`src/design/esd_pkg.sv`:
```
// types, constants and character helpers for the escape sequence decoder
`timescale 1ns / 1ps
package esd_pkg;

  localparam logic [7:0] CH_BACKSLASH = 8'h5c;
  localparam logic [7:0] CH_X         = 8'h78;
  localparam logic [3:0] DIGIT_MASK   = 4'hf;
  localparam logic [7:0] LETTER_SHIFT = 8'd7;
  localparam logic [1:0] OCT_DIGITS   = 2'd3;
  localparam logic [1:0] HEX_DIGITS   = 2'd2;
  localparam int         MAX_RES      = 2;
  localparam int         QDEPTH       = 4;
  localparam int         QAW          = $clog2(QDEPTH);

  typedef enum logic [1:0] {
    MODE_NORMAL = 2'd0,
    MODE_ESC    = 2'd1,
    MODE_ESC_X  = 2'd2,
    MODE_DIGITS = 2'd3
  } mode_t;

  typedef struct packed {
    mode_t       mode;
    logic [7:0]  acc;
    logic [1:0]  left;
    logic        hex;
  } dec_state_t;

  typedef struct packed {
    logic [7:0] out_byte;
    logic       byte_valid;
    logic       string_done;
  } result_t;

  localparam dec_state_t STATE_RESET = '{mode: MODE_NORMAL, acc: 8'd0, left: 2'd0, hex: 1'b0};

  function automatic logic [7:0] to_lower(input logic [7:0] c);
    if (c >= 8'h41 && c <= 8'h5a) begin
      return c + 8'h20;
    end
    return c;
  endfunction

  function automatic logic is_dec(input logic [7:0] c);
    return (c >= 8'h30) && (c <= 8'h39);
  endfunction

  function automatic logic is_hex_letter(input logic [7:0] c);
    return (c >= 8'h61) && (c <= 8'h66);
  endfunction

  function automatic logic [3:0] digit_value(input logic [7:0] c);
    logic [7:0] t;
    t = is_hex_letter(c) ? (c - LETTER_SHIFT) : c;
    return t[3:0] & DIGIT_MASK;
  endfunction

endpackage

```
`src/design/esd_if.sv`:
```
// item channel interfaces for the escape sequence decoder
`timescale 1ns / 1ps
interface esd_in_if;
  logic       valid;
  logic       ready;
  logic [7:0] in_char;
  logic       end_marker;

  modport source (output valid, output in_char, output end_marker, input ready);
  modport sink   (input valid, input in_char, input end_marker, output ready);
endinterface

interface esd_out_if;
  logic       valid;
  logic       ready;
  logic [7:0] out_byte;
  logic       byte_valid;
  logic       string_done;

  modport source (output valid, output out_byte, output byte_valid, output string_done,
                  input ready);
  modport sink   (input valid, input out_byte, input byte_valid, input string_done,
                  output ready);
endinterface

```
`src/design/esd_decode.sv`:
```
// per-character escape decode: next state and up to two result items
`timescale 1ns / 1ps
module esd_decode (
  input  esd_pkg::dec_state_t st,
  input  logic [7:0]          ch,
  input  logic                end_marker,
  output esd_pkg::dec_state_t st_nxt,
  output logic [1:0]          res_cnt,
  output esd_pkg::result_t    res0,
  output esd_pkg::result_t    res1
);
  import esd_pkg::*;

  logic [7:0] c;
  logic       dig;
  logic       hexl;
  logic [3:0] dv;
  logic [7:0] acc_step;
  logic       do_normal;
  result_t    r [MAX_RES];
  logic [1:0] n;

  assign c    = to_lower(ch);
  assign dig  = is_dec(c);
  assign hexl = is_hex_letter(c);
  assign dv   = digit_value(c);

  always_comb begin
    if (st.hex) begin
      acc_step = {st.acc[3:0], dv};
    end else begin
      acc_step = {st.acc[4:0], 3'b000} + {4'd0, dv};
    end
  end

  always_comb begin
    st_nxt    = st;
    n         = 2'd0;
    do_normal = 1'b0;
    r[0]      = '0;
    r[1]      = '0;
    if (end_marker) begin
      if (st.mode == MODE_DIGITS) begin
        r[0] = '{out_byte: st.acc, byte_valid: 1'b1, string_done: 1'b0};
        r[1] = '{out_byte: 8'd0, byte_valid: 1'b0, string_done: 1'b1};
        n    = 2'd2;
      end else begin
        r[0] = '{out_byte: 8'd0, byte_valid: 1'b0, string_done: 1'b1};
        n    = 2'd1;
      end
      st_nxt = STATE_RESET;
    end else begin
      unique case (st.mode)
        MODE_ESC: begin
          if (c == CH_X) begin
            st_nxt.hex  = 1'b1;
            st_nxt.mode = MODE_ESC_X;
          end else if (dig) begin
            st_nxt.hex  = 1'b0;
            st_nxt.acc  = {4'd0, dv};
            st_nxt.left = OCT_DIGITS - 2'd1;
            st_nxt.mode = MODE_DIGITS;
          end else begin
            r[0]        = '{out_byte: c, byte_valid: 1'b1, string_done: 1'b0};
            n           = 2'd1;
            st_nxt.mode = MODE_NORMAL;
          end
        end
        MODE_ESC_X: begin
          if (dig || hexl) begin
            st_nxt.acc  = {4'd0, dv};
            st_nxt.left = HEX_DIGITS - 2'd1;
            st_nxt.mode = MODE_DIGITS;
          end else begin
            r[0]        = '{out_byte: c, byte_valid: 1'b1, string_done: 1'b0};
            n           = 2'd1;
            st_nxt.mode = MODE_NORMAL;
          end
        end
        MODE_DIGITS: begin
          if (dig || (st.hex && hexl)) begin
            if (st.left <= 2'd1) begin
              r[0]        = '{out_byte: acc_step, byte_valid: 1'b1, string_done: 1'b0};
              n           = 2'd1;
              st_nxt.mode = MODE_NORMAL;
              st_nxt.acc  = 8'd0;
              st_nxt.left = 2'd0;
            end else begin
              st_nxt.acc  = acc_step;
              st_nxt.left = st.left - 2'd1;
            end
          end else begin
            // flush the value, then treat the character as plain text
            r[0]        = '{out_byte: st.acc, byte_valid: 1'b1, string_done: 1'b0};
            n           = 2'd1;
            st_nxt.acc  = 8'd0;
            st_nxt.left = 2'd0;
            st_nxt.mode = MODE_NORMAL;
            do_normal   = 1'b1;
          end
        end
        default: begin
          do_normal = 1'b1;
        end
      endcase
      if (do_normal) begin
        if (ch == CH_BACKSLASH) begin
          st_nxt.mode = MODE_ESC;
        end else begin
          r[n[0]]     = '{out_byte: ch, byte_valid: 1'b1, string_done: 1'b0};
          n           = n + 2'd1;
          st_nxt.mode = MODE_NORMAL;
        end
      end
    end
  end

  assign res_cnt = n;
  assign res0    = r[0];
  assign res1    = r[1];

endmodule

```
`src/design/escape_sequence_decoder_core.sv`:
```
// top level of the escape sequence decoder: input register, decode, result queue
//
// channel | dir | payload                               | accepted when
// in_ch   | in  | in_char[7:0], end_marker              | valid && ready
// out_ch  | out | out_byte[7:0], byte_valid, string_done | valid && ready
//
// one input item per cycle unless decode waits; the input register feeds the decode stage
// an item gives zero, one or two results; a 4-entry queue sends one per cycle if out_ch is ready
// the decode stage waits while the queue holds more than two results
// synchronous active-low reset returns the escape state to normal copying and empties the queue
`timescale 1ns / 1ps
module escape_sequence_decoder_core (
  input  logic            clk,
  input  logic            rst_n,
  esd_in_if.sink          in_ch,
  esd_out_if.source       out_ch
);
  import esd_pkg::*;

  logic             hold_v_r;
  logic [7:0]       hold_char_r;
  logic             hold_end_r;
  dec_state_t       st_r;
  dec_state_t       st_nxt;
  logic [1:0]       res_cnt;
  result_t          res0;
  result_t          res1;
  result_t          q_r [QDEPTH];
  logic [QAW-1:0]   wr_ptr_r;
  logic [QAW-1:0]   rd_ptr_r;
  logic [QAW:0]     cnt_r;
  logic             fire;
  logic             in_acc;
  logic             pop;
  logic [1:0]       push_n;
  logic [QAW-1:0]   wr_ptr1;

  esd_decode u_decode (
    .st         (st_r),
    .ch         (hold_char_r),
    .end_marker (hold_end_r),
    .st_nxt     (st_nxt),
    .res_cnt    (res_cnt),
    .res0       (res0),
    .res1       (res1)
  );

  assign fire        = hold_v_r && (cnt_r <= (QAW + 1)'(QDEPTH - MAX_RES));
  assign in_ch.ready = !hold_v_r || fire;
  assign in_acc      = in_ch.valid && in_ch.ready;
  assign pop         = out_ch.valid && out_ch.ready;
  assign push_n      = fire ? res_cnt : 2'd0;
  assign wr_ptr1     = wr_ptr_r + QAW'(1);

  assign out_ch.valid       = (cnt_r != '0);
  assign out_ch.out_byte    = q_r[rd_ptr_r].out_byte;
  assign out_ch.byte_valid  = q_r[rd_ptr_r].byte_valid;
  assign out_ch.string_done = q_r[rd_ptr_r].string_done;

  always_ff @(posedge clk) begin
    if (!rst_n) begin
      hold_v_r <= 1'b0;
      st_r     <= STATE_RESET;
      wr_ptr_r <= '0;
      rd_ptr_r <= '0;
      cnt_r    <= '0;
    end else begin
      if (in_acc) begin
        hold_v_r <= 1'b1;
      end else if (fire) begin
        hold_v_r <= 1'b0;
      end
      if (fire) begin
        st_r <= st_nxt;
      end
      wr_ptr_r <= wr_ptr_r + QAW'(push_n);
      if (pop) begin
        rd_ptr_r <= rd_ptr_r + QAW'(1);
      end
      cnt_r <= cnt_r + (QAW + 1)'(push_n) - (QAW + 1)'(pop);
    end
  end

  // payload registers
  always_ff @(posedge clk) begin
    if (in_acc) begin
      hold_char_r <= in_ch.in_char;
      hold_end_r  <= in_ch.end_marker;
    end
    if (push_n != 2'd0) begin
      q_r[wr_ptr_r] <= res0;
    end
    if (push_n == 2'd2) begin
      q_r[wr_ptr1] <= res1;
    end
  end

endmodule
```
`src/flat_wrapper.sv`:
```
// flat-port wrapper written by rule: the top's interface ports become plain ports
module escape_sequence_decoder_core_flat import esd_pkg::*;
  (clk, rst_n, in_ch_valid, in_ch_in_char, in_ch_end_marker, in_ch_ready, out_ch_valid, out_ch_out_byte, out_ch_byte_valid, out_ch_string_done, out_ch_ready);
  esd_in_if in_ch_i ();
  esd_out_if out_ch_i ();
  input  logic clk;
  input  logic rst_n;
  input wire logic [$bits(in_ch_i.valid)-1:0] in_ch_valid;
  input wire logic [$bits(in_ch_i.in_char)-1:0] in_ch_in_char;
  input wire logic [$bits(in_ch_i.end_marker)-1:0] in_ch_end_marker;
  output wire logic [$bits(in_ch_i.ready)-1:0] in_ch_ready;
  output wire logic [$bits(out_ch_i.valid)-1:0] out_ch_valid;
  output wire logic [$bits(out_ch_i.out_byte)-1:0] out_ch_out_byte;
  output wire logic [$bits(out_ch_i.byte_valid)-1:0] out_ch_byte_valid;
  output wire logic [$bits(out_ch_i.string_done)-1:0] out_ch_string_done;
  input wire logic [$bits(out_ch_i.ready)-1:0] out_ch_ready;
  assign in_ch_i.valid = in_ch_valid;
  assign in_ch_i.in_char = in_ch_in_char;
  assign in_ch_i.end_marker = in_ch_end_marker;
  assign in_ch_ready = in_ch_i.ready;
  assign out_ch_valid = out_ch_i.valid;
  assign out_ch_out_byte = out_ch_i.out_byte;
  assign out_ch_byte_valid = out_ch_i.byte_valid;
  assign out_ch_string_done = out_ch_i.string_done;
  assign out_ch_i.ready = out_ch_ready;
  escape_sequence_decoder_core u_core (.clk(clk), .rst_n(rst_n), .in_ch(in_ch_i), .out_ch(out_ch_i));
endmodule
```
`config.mk`:
```
export PLATFORM = sky130hd
export DESIGN_NAME = escape_sequence_decoder_core_flat
export DESIGN_NICKNAME = d
export VERILOG_FILES = /design/src/design/esd_pkg.sv /design/src/design/esd_if.sv /design/src/design/esd_decode.sv /design/src/design/escape_sequence_decoder_core.sv /design/src/flat_wrapper.sv
export SDC_FILE = /design/constraint.sdc
export NUM_CORES = 1
export LEC_CHECK = 0
export BUFFER_PORTS_ARGS = -buffer_cell sky130_fd_sc_hd__buf_4
export CORE_MARGIN = 2
export CORE_UTILIZATION = 56
export CTS_CLUSTER_DIAMETER = 60
export DETAILED_ROUTE_END_ITERATION = 6
export PLACE_DENSITY = 0.81
export SYNTH_ARGS = -nofsm -noshare
export SYNTH_HDL_FRONTEND = slang
export SYNTH_HIERARCHICAL = 1
export SYNTH_SLANG_ARGS = --single-unit
```
`constraint.sdc`:
```
create_clock -name clk -period 4.1 [get_ports clk]
set_clock_uncertainty 0.1 [all_clocks]
set_input_delay 0.82 -clock clk [delete_from_list [all_inputs] [get_ports clk]]
set_output_delay 0.82 -clock clk [all_outputs]
set_load 0.01 [all_outputs]
```
==> reports/results.ini <==
[floorplan]
ios = 25
row_count = 33
start_util_pct = 58.0
die_h_um = 96.3
core-area_mm2 = 0.00822
die_area_mm2 = 0.00927
die_w_um = 96.3

[grt]
grt_first_pass_wirelength_um = 18900
met3_usage_pct = 5.79
grt-ovfl-total = 0
antenna_found_initial = 0
gr-usage-met1_pct = 34.7
grt_pass1_vias = 3705
grtUsageMet2_pct = 45.8
grt_usage_pct = 27.0
grt_max_degree = 21
globalRoute.busiestLayer = met2

[finish]
drive_gt1_share_pct = 35.5
nNetsFinal = 526
syn_to_final_growth_pct = 19.1
antennaDiodeCount = 0
final_common_cell = buf_4
layout_common_cells = buf_4, edfxtp_1, mux2_2
nFillCells = 598

[clock_network]
cts_buffer_depth = 2
cts.clk_slew.worst_paths_ps = 80
clock_sinks = 72
cts_tree = built
htree_levels = 3
clockRootBuffer = clkbuf_8
cts_buffers = 9
cts_hold_buf = 0
clock_latency_ps = 350

[logic_synthesis]
async_flop_share_pct = 0
synthAdderAreaFrac_pct = 5.14
yosysSeqAreaShare_pct = 40.5
ys.flop_type = edfxtp_1
ys_warn_count = 6
syn_area_mm2 = 0.00477
synth_top_family_by_area = compound AO/OA/AOI/OAI gates
ys_types = 76
muxShareOfSynthArea_pct = 16.0
syn_avg_cell_area_um2 = 10.6
syn-num-nets = 480
netlist_instances = 448
synthSimpleGateAreaFrac_pct = 14.6
synth_xor_area_share_pct = 1.29
ys_seq_elements = 72
synth_edf_count = 49
synth_compound_area_share_pct = 17.7

[sta]
finalMaxSlewViolations = 0
hold_violations = 0
rsz0062_at_grt = true
setup_viol = 0
fin_crit_ps = 4090
max_freq_mhz = 244
worstMarginPinSlew_ps = 701
maxSlewHeadroom_pct = 53.2
period_share_pct = 99.8
holdWs_ps = 430

[placed_design]
dp_hpwl_um = 8530
gp_congestion = 0.962
io_buffers = 24

[worst_setup_path]
critPathKind = flop to flop
crit_path_start = u_core/hold_char_r[5]
path_max_fanout = 4
rrSetupSlack_ps = 9
rr_endpoint = u_core/cnt_r[2]
r2r_cells = 19
cp-end-kind = flop
timing.rr.start = u_core/hold_char_r[5]
start_kind = flop
critPathArrivalTime_ps = 4220
required_ps = 4220

[hold_path]
hold_class = flop to flop
min_from = u_core/st_r[9]
whs_endpoint = u_core/st_r[9]
min_path_cells = 2

[routing]
route.detailed.drc = 0
via_count = 3904
ant_nets = 0
drt-total-wl_um = 12100
drtPass1Iterations = 5
vias_per_cell = 6.46
avgRoutedWirePerCell_um = 20.1
drt_iter0_drc = 340

[job]
cap_violations = 0

[pwr]
peakVddDrop_uv = 163
power_density_mw_per_mm2 = 360
p_leak_uw = 0.00209
power_uw = 2040

[status]
outcome = finished, final reports clean

==> cells by family after synthesis <==
kind of cell / Yosys count
AND/OR/NAND/NOR: 127
flip-flops: 72
buffers and inverters: 50
XOR/XNOR: 7
multiplexers: 55
AO/OA/AOI/OAI: 118
adder cells (fa/ha/maj): 19
==> how the worst max path moves through the flow <==
| stage | to | slack [ps] | cells after the start |
|---|---|---|---|
| CTS | u_core/q_r[3][0] | -20 | 14 |
| global placement | u_core/q_r[1][1] | 90 | 14 |
| global route | u_core/cnt_r[2] | -130 | 19 |
| floorplan | u_core/cnt_r[2] | -80 | 20 |
| detailed placement | u_core/q_r[3][1] | -30 | 15 |
| finish | u_core/cnt_r[2] | 9 | 19 |
==> cell usage after synthesis (5+ instances only) <==
master | n | area (um^2)
a21o_1 | 5 | 37.5
nor3_1 | 7 | 35.0
ha_1 | 18 | 225
mux4_2 | 10 | 225
a22oi_1 | 6 | 45.0
nor2b_1 | 5 | 31.3
clkbuf_1 | 11 | 41.3
dfxtp_1 | 23 | 460
nand2b_1 | 6 | 37.5
inv_1 | 26 | 97.6
nand2_1 | 23 | 86.3
o21ai_0 | 21 | 105
a21oi_1 | 27 | 135
nor2_1 | 28 | 105
a211oi_1 | 5 | 37.5
mux2_2 | 31 | 349
o21ai_1 | 5 | 25.0
xnor2_1 | 6 | 52.6
mux2_4 | 10 | 150
nand3_1 | 19 | 95.1
and2_1 | 13 | 81.3
edfxtp_1 | 49 | 1470
==> sequential cells by signal, indices dropped and copies added (netlist names), named ones only <==
signal	flops
u_core/cnt_r	3
u_core/hold_char_r	8
u_core/hold_end_r	1
u_core/hold_v_r	1
u_core/q_r	40
u_core/rd_ptr_r	2
u_core/st_r	13
u_core/wr_ptr_r	2
==> worst max-delay path, stage by stage, from the launching register on <==
cell and delay (ps):
edfxtp_1 450, ha_4 280, or3_4 330, a22o_1 210, a211o_4 350, o221ai_4 180
o31a_4 180, inv_2 40, ha_4 240, nand2b_4 100, a21o_1 170, nand3_2 130
ha_4 260, inv_2 60, ha_4 120, inv_2 30, fa_2 350, xnor2_2 170
xnor2_1 140, nor2_1 60
==> routing by layer <==
layer | wire, um | up-vias
met5 | 0 | -
met4 | 276 | 0
met3 | 775 | 30
met2 | 6050 | 183
met1 | 5020 | 1900
li1 | - | 1791
==> metrics by stage <==
step                      util (%)  worst slack, ps  instance area [um^2]  setup TNS (ps)  std cells
after CTS                     66.5            -18.7                  5470            -139        599
final                         69.1             9.25                  5680               0        604
after floorplan                  -            -84.9                  4850           -84.9        448
after global routing          69.1             -126                  5680            -290        604
after global placement        63.9             88.6                  5250               0        583
after detailed placement      63.9            -33.9                  5250            -427        583
==> timing repair <==
item | in CTS | in global routing
pin swaps | 1 | 19
resized for setup | 2 | 35
setup endpoints to repair | 21 | 42
cloned | 0 | 1
hold endpoints to repair | 0 | 0
setup buffers | 0 | 4
==> layout make-up <==
type	instances	area, um^2	share of cell area (%)
Timing Repair Buffer	57	432	7.60
Clock inverter	4	25.0	0.441
Inverter	27	101	1.78
Multi-Input combinational cell	327	2880	50.7
Tap cell	105	131	2.31
Sequential cell	72	1930	34.0
Clock buffer	12	178	3.13
==> power breakdown <==
group / internal (uW) / leakage [uW] / switching (uW)
clock: 292 / 0.000100 / 272
combinational: 289 / 0.00135 / 281
sequential: 833 / 0.000641 / 77.2
(Power assumes the default switching activity.)
